$ cat src/design/deq_pkg.sv
// Package for the double-ended queue: sizes, operation and status codes,
// and the request and response payload structs.
// Depends on nothing; used by design/double_ended_queue.sv.
`default_nettype none

package deq_pkg;

   // Ring size. Pointer arithmetic wraps by truncation, so DEPTH is a power of two.
   localparam int DEPTH   = 16;
   localparam int ADDR_W  = $clog2(DEPTH);
   localparam int COUNT_W = $clog2(DEPTH + 1);
   localparam int DATA_W  = 32;
   localparam int MODE_W  = 3;
   localparam int STAT_W  = 2;

   localparam logic [MODE_W-1:0] MODE_PUSH_FRONT = 3'd0;
   localparam logic [MODE_W-1:0] MODE_PUSH_BACK  = 3'd1;
   localparam logic [MODE_W-1:0] MODE_POP_FRONT  = 3'd2;
   localparam logic [MODE_W-1:0] MODE_POP_BACK   = 3'd3;
   localparam logic [MODE_W-1:0] MODE_READ       = 3'd4;

   localparam logic [STAT_W-1:0] STAT_OK    = 2'd0;
   localparam logic [STAT_W-1:0] STAT_EMPTY = 2'd1;
   localparam logic [STAT_W-1:0] STAT_FULL  = 2'd2;
   localparam logic [STAT_W-1:0] STAT_RANGE = 2'd3;

   localparam logic [COUNT_W-1:0] COUNT_FULL = COUNT_W'(DEPTH);

   typedef struct packed {
      logic [MODE_W-1:0] mode;
      logic [DATA_W-1:0] value;
      logic [ADDR_W-1:0] position;
   } req_type;

   typedef struct packed {
      logic [DATA_W-1:0]  data_out;
      logic [COUNT_W-1:0] entry_count;
      logic [STAT_W-1:0]  status;
   } rsp_type;

endpackage

`default_nettype wire

$ cat src/design/double_ended_queue.sv
// Path: an accepted request is held in stage 1 (with the slot RAM read), then in the out reg.
// Throughput: one request per cycle; the front pointer and fill count update at accept,
// so the next request sees them at once, and the slot RAM's single port serves one
// request per cycle. Backpressure on the response side stalls requests.
// Reset: front pointer and fill count clear to zero; slot contents are not cleared.
// Depends on design/deq_pkg.sv.
`default_nettype none

module double_ended_queue (
   input  wire logic             clock,
   input  wire logic             reset,
   input  wire logic             req_valid,
   output      logic             req_stall,
   input  wire deq_pkg::req_type req_data,
   output      logic             rsp_valid,
   input  wire logic             rsp_stall,
   output      deq_pkg::rsp_type rsp_data
);

   // Ring state: front pointer and entry count live in flops, the words in the slot RAM.
   logic [deq_pkg::ADDR_W-1:0]  front_ff, front_in;
   logic [deq_pkg::COUNT_W-1:0] fill_ff, fill_in;

   // Slot RAM: one port, synchronous write, registered read.
   logic [deq_pkg::DATA_W-1:0] slots_ff [deq_pkg::DEPTH];
   logic [deq_pkg::DATA_W-1:0] rd_data_ff;
   logic                       mem_we, mem_re;
   logic [deq_pkg::ADDR_W-1:0] mem_addr;

   // Stage 1: request waits for its RAM read data.
   logic                        s1_valid_ff, s1_valid_in;
   logic                        s1_read_ff;
   logic [deq_pkg::COUNT_W-1:0] s1_count_ff;
   logic [deq_pkg::STAT_W-1:0]  s1_status_ff;

   // Output register.
   logic             rsp_valid_ff, rsp_valid_in;
   deq_pkg::rsp_type rsp_ff;

   logic                        req_accept, s1_advance;
   logic [deq_pkg::STAT_W-1:0]  status;
   logic [deq_pkg::ADDR_W-1:0]  back_next;   // slot just past the back entry
   logic                        is_empty, is_full, out_of_range;

   // Move stage 1 forward whenever the output register is free or being drained.
   assign s1_advance = !rsp_valid_ff || !rsp_stall;
   assign req_stall  = s1_valid_ff && !s1_advance;
   assign req_accept = req_valid && !req_stall;

   assign back_next    = front_ff + fill_ff[deq_pkg::ADDR_W-1:0];
   assign is_empty     = (fill_ff == '0);
   assign is_full      = (fill_ff == deq_pkg::COUNT_FULL);
   assign out_of_range = ({1'b0, req_data.position} >= fill_ff);

   // Decode the request: pick the RAM access and the new ring state.
   always_comb begin
      front_in = front_ff;
      fill_in  = fill_ff;
      mem_we   = 1'b0;
      mem_re   = 1'b0;
      mem_addr = '0;
      status   = deq_pkg::STAT_OK;
      case (req_data.mode)
         deq_pkg::MODE_PUSH_FRONT: begin
            if (is_full) begin
               status = deq_pkg::STAT_FULL;
            end else begin
               mem_addr = front_ff - 1'b1;
               mem_we   = 1'b1;
               front_in = front_ff - 1'b1;
               fill_in  = fill_ff + 1'b1;
            end
         end
         deq_pkg::MODE_PUSH_BACK: begin
            if (is_full) begin
               status = deq_pkg::STAT_FULL;
            end else begin
               mem_addr = back_next;
               mem_we   = 1'b1;
               fill_in  = fill_ff + 1'b1;
            end
         end
         deq_pkg::MODE_POP_FRONT: begin
            if (is_empty) begin
               status = deq_pkg::STAT_EMPTY;
            end else begin
               mem_addr = front_ff;
               mem_re   = 1'b1;
               front_in = front_ff + 1'b1;
               fill_in  = fill_ff - 1'b1;
            end
         end
         deq_pkg::MODE_POP_BACK: begin
            if (is_empty) begin
               status = deq_pkg::STAT_EMPTY;
            end else begin
               mem_addr = back_next - 1'b1;
               mem_re   = 1'b1;
               fill_in  = fill_ff - 1'b1;
            end
         end
         deq_pkg::MODE_READ: begin
            if (out_of_range) begin
               status = deq_pkg::STAT_RANGE;
            end else begin
               mem_addr = front_ff + req_data.position;
               mem_re   = 1'b1;
            end
         end
         default: begin
            // Unknown mode: no operation, report the current count.
         end
      endcase
   end

   always_comb begin
      s1_valid_in = s1_valid_ff;
      if (req_accept) begin
         s1_valid_in = 1'b1;
      end else if (s1_advance) begin
         s1_valid_in = 1'b0;
      end
      rsp_valid_in = rsp_valid_ff;
      if (s1_advance) begin
         rsp_valid_in = s1_valid_ff;
      end
   end

   // Slot RAM. A write at one edge is visible to a read at the next edge, and one
   // request never both writes and reads, so no forwarding is needed.
   always_ff @(posedge clock) begin
      if (req_accept && mem_we) begin
         slots_ff[mem_addr] <= req_data.value;
      end
      if (req_accept && mem_re) begin
         rd_data_ff <= slots_ff[mem_addr];
      end
   end

   // Control state.
   always_ff @(posedge clock) begin
      if (reset) begin
         front_ff     <= '0;
         fill_ff      <= '0;
         s1_valid_ff  <= 1'b0;
         rsp_valid_ff <= 1'b0;
      end else begin
         if (req_accept) begin
            front_ff <= front_in;
            fill_ff  <= fill_in;
         end
         s1_valid_ff  <= s1_valid_in;
         rsp_valid_ff <= rsp_valid_in;
      end
   end

   // Payload registers: capture at accept, then hand to the output register.
   always_ff @(posedge clock) begin
      if (req_accept) begin
         s1_read_ff   <= mem_re;
         s1_count_ff  <= fill_in;
         s1_status_ff <= status;
      end
      if (s1_valid_ff && s1_advance) begin
         rsp_ff.data_out    <= s1_read_ff ? rd_data_ff : '0;
         rsp_ff.entry_count <= s1_count_ff;
         rsp_ff.status      <= s1_status_ff;
      end
   end

   assign rsp_valid = rsp_valid_ff;
   assign rsp_data  = rsp_ff;

   // Checks.
   a_fill_bound: assert property (@(posedge clock) disable iff (reset)
      fill_ff <= deq_pkg::COUNT_FULL)
      else $error("fill count exceeds depth");

   a_hold_when_blocked: assert property (@(posedge clock) disable iff (reset)
      (rsp_valid_ff && rsp_stall && s1_valid_ff) |-> req_stall)
      else $error("request accepted with both stages blocked");

   a_empty_resp: assert property (@(posedge clock) disable iff (reset)
      (rsp_valid_ff && rsp_ff.status == deq_pkg::STAT_EMPTY)
         |-> (rsp_ff.entry_count == '0 && rsp_ff.data_out == '0))
      else $error("empty status with nonzero count or data");

   a_full_resp: assert property (@(posedge clock) disable iff (reset)
      (rsp_valid_ff && rsp_ff.status == deq_pkg::STAT_FULL)
         |-> (rsp_ff.entry_count == deq_pkg::COUNT_FULL && rsp_ff.data_out == '0))
      else $error("full status with wrong count or nonzero data");

endmodule

`default_nettype wire

$ cat config.mk
export PLATFORM = sky130hd
export DESIGN_NAME = double_ended_queue
export DESIGN_NICKNAME = d
export VERILOG_FILES = /design/src/design/deq_pkg.sv /design/src/design/double_ended_queue.sv
export SDC_FILE = /design/constraint.sdc
export NUM_CORES = 1
export LEC_CHECK = 0
export ABC_CLOCK_PERIOD_IN_PS = 5400
export BUFFER_PORTS_ARGS = -buffer_cell sky130_fd_sc_hd__buf_2
export CELL_PAD_IN_SITES_DETAIL_PLACEMENT = 1
export CELL_PAD_IN_SITES_GLOBAL_PLACEMENT = 2
export CORE_ASPECT_RATIO = 0.75
export CORE_UTILIZATION = 40
export CTS_CLUSTER_DIAMETER = 30
export DETAILED_ROUTE_END_ITERATION = 16
export MAX_ROUTING_LAYER = met4
export PLACE_DENSITY_LB_ADDON = 0.1
export REMOVE_ABC_BUFFERS = 1
export SLEW_MARGIN = 20
export SYNTH_ARGS = -nofsm -noshare
export SYNTH_HDL_FRONTEND = slang
export SYNTH_SLANG_ARGS = --single-unit
$ cat constraint.sdc
create_clock -name clock -period 5.4 [get_ports clock]
set_input_delay 0.54 -clock clock [delete_from_list [all_inputs] [get_ports clock]]
set_output_delay 0.54 -clock clock [all_outputs]
set_load 0.01 [all_outputs]
**Word-level counts from Yosys, hierarchy flattened**

Memory sizes are Yosys's and may differ from the RTL's. A register that Yosys moved wholly into a read port is not among the register bits.
Index checks and enable logic that the tools add are counted.
W data, S select, Z words.

- Add/subtract/negate cells: 7
- Eq/ne operators: 7
- Magnitude comparators: 1
- Reduce and logical (&&, ||, !) cells: 17
- Mux-type cells: 25

Operators by type and width:

| operator | count |
|---|---|
| $mux W4 | 7 |
| $pmux W4 S5 | 1 |
| $mux W5 | 2 |
| $pmux W5 S2 | 1 |
| $mux W1 | 9 |
| $add A4 B4 Y4 | 2 |
| $pmux W4 S2 | 1 |
| $sub A4 B1 Y4 const B | 2 |
| $eq A3 B2 Y1 const B | 2 |
| $pmux W2 S3 | 1 |
| $add A5 B1 Y5 const B | 1 |
| $eq A5 B5 Y1 const B | 1 |
| $ge A4 B5 Y1 | 1 |
| $logic_and A1 B1 Y1 | 5 |
| $logic_not A5 Y1 | 1 |
| $sub A5 B1 Y5 const B | 1 |
| $add A4 B1 Y4 const B | 1 |
| $logic_not A1 Y1 | 4 |
| $mux W2 | 2 |
| $ne A2 B2 Y1 const B | 2 |
| $reduce_and A4 Y1 | 1 |
| $reduce_bool A2 Y1 | 2 |
| $reduce_or A2 Y1 | 2 |
| $eq A3 B1 Y1 const B | 1 |
| other kinds (4) | 4 |

- Input port bits: 43
- Bits in registers: 58
- Output and inout port bits: 41
- RAM bits: 512
- Memories: 1
- Logic and storage cells: 68

Memory list:

| memory | depth | width | read ports | clocked after memory_dff | write ports | RTL line | RTL |
|---|---|---|---|---|---|---|---|
| slots_ff | 16 | 32 | 1 | 1 | 1 | double_ended_queue.sv:25 | `logic [deq_pkg::DATA_W-1:0] slots_ff [deq_pkg::DEPTH];` |

**Longest topological paths before layout**

- Depth after elaboration: 9
- Mapped depth: 15
- Gate-level depth less buffers: 12

**Worst setup path before layout**

OpenSTA, ideal clock, no wires.

- Path kind: input to register
- Start point: input req_data[2] in the netlist's numbering
- End point: memory slots_ff[1][0] in the netlist's numbering (enable)
- Library setup time: 421 ps
- Arrival time: 3760 ps
- Buffers on the path: 2
- Required time: 4979 ps
- Stages on the path: 10
- Setup slack: 1219 ps
- Path through: ha_1 > a211oi_1 > o21ai_1 > a21oi_1 > a221oi_4 > buf_6 > buf_2 > nor3_1 > nand2_1 > nor2_1

- Longest elaborated chain between the ends: 3
- Elaborated cells between the ends (all ways): 4
- Those cells by class: 1 x add/sub; 1 x order compare; 2 x mux

RTL lines:

| what | RTL line | RTL |
|---|---|---|
| start: declaration | double_ended_queue.sv:14 | `input wire deq_pkg::req_type req_data,` |
| $add A4 B4 Y4 / $ge A4 B5 Y1 (equally long branches) | double_ended_queue.sv:106, double_ended_queue.sv:53 |  |
| $mux W4 * | double_ended_queue.sv:103 | `if (out_of_range) begin` |
| $pmux W4 S5 * | double_ended_queue.sv:63 | `case (req_data.mode)` |
| end: declaration | double_ended_queue.sv:25 |  |

Mark *: on every way between the ends. The rest lies on a longest branch, timed or not.

**Final worst setup path**

- Start point: register fill_ff[2] in the netlist's numbering
- End point: memory slots_ff[10][28] in the netlist's numbering (enable)

- Longest elaborated chain between the ends: 6
- Elaborated cells between the ends (all ways): 16
- Those cells by class: 2 x add/sub; 1 x order compare; 1 x eq/ne; 10 x mux; 2 x reduce/logical

RTL lines:

| what | RTL line | RTL |
|---|---|---|
| start: declaration | double_ended_queue.sv:22 | `logic [deq_pkg::COUNT_W-1:0] fill_ff, fill_in;` |
| start signal: assignment | double_ended_queue.sv:150 | `fill_ff <= fill_in;` |
| branches (longest 6 deep; another with $add A4 B4 Y4) | n/a |  |

Several ways; the timed one is not identified.

==> summary.md <==
| Metric | Value |
|---|---|
| Share of cells above drive strength 1 | `0.208` |
| Top-count cell post-synth | `edfxtp_1` |
| Port bufs | `83` |
| Hold buffer count at cts | `0` |
| Cts repair resizes | `0` |
| Final min period | `4.16 ns` |
| Antenna cells | `0` |
| TritonCTS clock tree | `done` |
| Pwr dens | `465 nW/µm²` |
| Netlist cell types | `51` |
| DRT iter0 DRCs | `790` |
| Max Clk Rate | `241 MHz` |
| Nets@finish | `1611` |
| First-pass GRT wire length | `90000 µm` |
| Hold Startpoint | `req_valid` |
| Worst min path class | `input pin to flip-flop` |
| Die area | `60700 µm²` |
| Clock Sink Count | `602` |
| Core Util, Final | `0.499` |
| Final hold viol count | `0` |
| Site Rows | `77` |
| Worst setup path start | `fill_ff[2]$_SDFFE_PP0P_` |
| Post-place setup slack | `1.22 ns` |
| Outcome | `completed` |
| Ys flop type | `edfxtp_1` |
| Via Count | `12900` |
| Final HPWL DP | `33600 µm` |
| WHS | `0.150 ns` |
| Clk_lat worst skew | `0.66 ns` |
| DRC | `0` |
| Drt pass-1 iters | `4` |
| DP Area | `25400 µm²` |
| CP max FO | `26` |
| Design area | `29400 µm²` |
| Top-level I/O count | `84` |
| Seq/Total Area, Yosys | `0.752` |
| WL final | `61000 µm` |
| R2r startpoint | `fill_ff[2]$_SDFFE_PP0P_` |
| Async set-reset flop share out of synthesis | `0` |
| Max-cap viol count | `0` |
| Vias per cell | `5.27` |
| Height of the die | `214 µm` |
| Setup Viol. Count Final | `0` |
| CTS Buf Count | `114` |
| Area grow syn2layout | `23.1%` |
| Die Span X | `284 µm` |
| Setup ws final | `1.24 ns` |
| Reg clk slew, reported paths | `0.05 ns` |
| Routed len/inst | `25.0 µm` |
| Power, Total | `13.7 mW` |
| Seq cells post-synth | `602` |
| Setup crit start kind | `flip-flop` |
| Largest net degree at the start of global routing | `114` |
| Filler cells | `5523` |
| Final period util | `0.770` |
| Top cells by count, synth | `edfxtp_1, mux2i_1, a22oi_1` |
| CTS root buf | `clkbuf_16` |
| Syn Area/Cell | `17.3 µm²` |
| Worst Path Arrival | `4.44 ns` |
| Worst setup EP type | `flip-flop` |
| Mapped Cells | `1383` |
| RSZ-0062 raised after global routing | `no` |
| Post-CTS Setup Repair Bufs | `0` |
| GRT Util Overall | `0.210` |
| GR Overflow Total | `0` |
| Yosys warning total | `0` |
| Synth top area cells | `edfxtp_1, mux2i_1, a22oi_1, a21oi_1, and2_1` |
| Worst slew pin tran | `1.06 ns` |
| IR drop worst, VDD | `332 µV` |
| Critical Path RT | `5.69 ns` |
| Initial Utilization | `0.405` |
| Fin. max-slew vios | `0` |
| H-tree levels | `3` |
| CP Class | `flip-flop to flip-flop` |
| Leakage dissipation | `11.3 nW` |
| Area share of the largest cell type after synthesis | `0.743` |
| Placed cell count | `2224` |
| Vias in the first global route | `13500` |
| Initial antenna violation count | `1` |
| Clock tree buffer depth | `3` |
| Mapped Area | `23900 µm²` |
| Number of synthesized flops with an enable pin | `591` |
| Antenna Violating Nets Remaining | `0` |
| Yosys top cell by area | `edfxtp_1` |
| Max Clock Skew | `0.0194 ns` |
| Core area | `59000 µm²` |
| Setup TNS | `0 ns` |
| Slew HR | `0.290` |
| Finished Layout Cells | `2441` |
| Placer Congestion | `0.792` |
metal layers:
metal	global-route usage	wire length, µm	share of wire
met1	0.294	29900	0.49
met2	0.316	27900	0.46
met3	0.0388	2160	0.035
met4	0.0536	1050	0.017
met5	-	0	0
placed cells by master (no fill, tap or decap), types with 3 or more instances in the layout:
cell type     n
inv_1        13
ha_1         16
nand4_1       4
nand2b_1      3
mux2i_1     260
inv_6         7
xor2_1        5
xnor2_1       9
nor2b_1       3
a21o_1        4
nor2_4       18
bufinv_16    23
nand3_1       4
a22oi_1     126
nor3_1        8
dfxtp_1      11
buf_4        36
buf_12        7
clkinvlp_4   11
clkinv_4      9
buf_2        83
clkinv_2     20
and2_1       34
clkbuf_16   116
edfxtp_1    591
o21ai_0      10
nand2_1      47
o22ai_1       3
clkbuf_1     17
clkinv_1     13
a221oi_1      3
a21oi_1      79
nor2_1       25
area by class of cell:
type / count / area, µm² / share of cell area
Inverter: 14 / 52.6 / 0.00179
Sequential cell: 602 / 18000 / 0.611
Timing Repair Buffer: 126 / 826 / 0.0281
Multi-Input combinational cell: 692 / 5530 / 0.188
Tap cell: 790 / 988 / 0.0336
Clock buffer: 133 / 2970 / 0.101
Clock inverter: 84 / 1090 / 0.0372
final timing paths:
| kind | cells past startpoint | end | slack [ns] |
|---|---|---|---|
| worst max-delay path | 9 | slots_ff[10][28]$_DFFE_PP_ | 1.24 |
| worst min-delay path | 3 | s1_valid_ff$_SDFFE_PP0P_ | 0.15 |
| worst max register to register | 9 | slots_ff[10][28]$_DFFE_PP_ | 1.24 |
| worst min register to register | 0 | rsp_data[3]$_DFFE_PP_ | 0.41 |
power breakdown:
group	switching, mW	internal, mW
sequential	0.0320	5.24
clock	2.39	5.03
combinational	0.656	0.355
logic make-up after synthesis:
kind of cell / Yosys count / synth area share
adders and majority gates: 18 / 0.0101
xor gates and xnor gates: 14 / 0.00513
DFF: 602 / 0.752
and+or+nand+nor: 162 / 0.0347
buffers and inverters: 89 / 0.0231
muxes: 261 / 0.109
AOI/OAI and AO/OA: 237 / 0.0660
sequential cells by signal, summed over array words and instances (netlist names), 2 cells and up:
register	cells
fill_ff	5
front_ff	4
rd_data_ff	32
rsp_data	39
s1_count_ff	5
s1_status_ff	2
slots_ff	512
worst max-delay path, cell delays in order (launching register included):
cell	delay [ns]
dfxtp_1	0.58
inv_1	0.15
ha_1	0.32
a211oi_1	0.23
o21ai_1	0.11
a21oi_1	0.57
a21o_1	0.48
nand4_1	0.48
nor2_4	0.38
buf_4	0.46
Power figures use the tool's default switching activity.
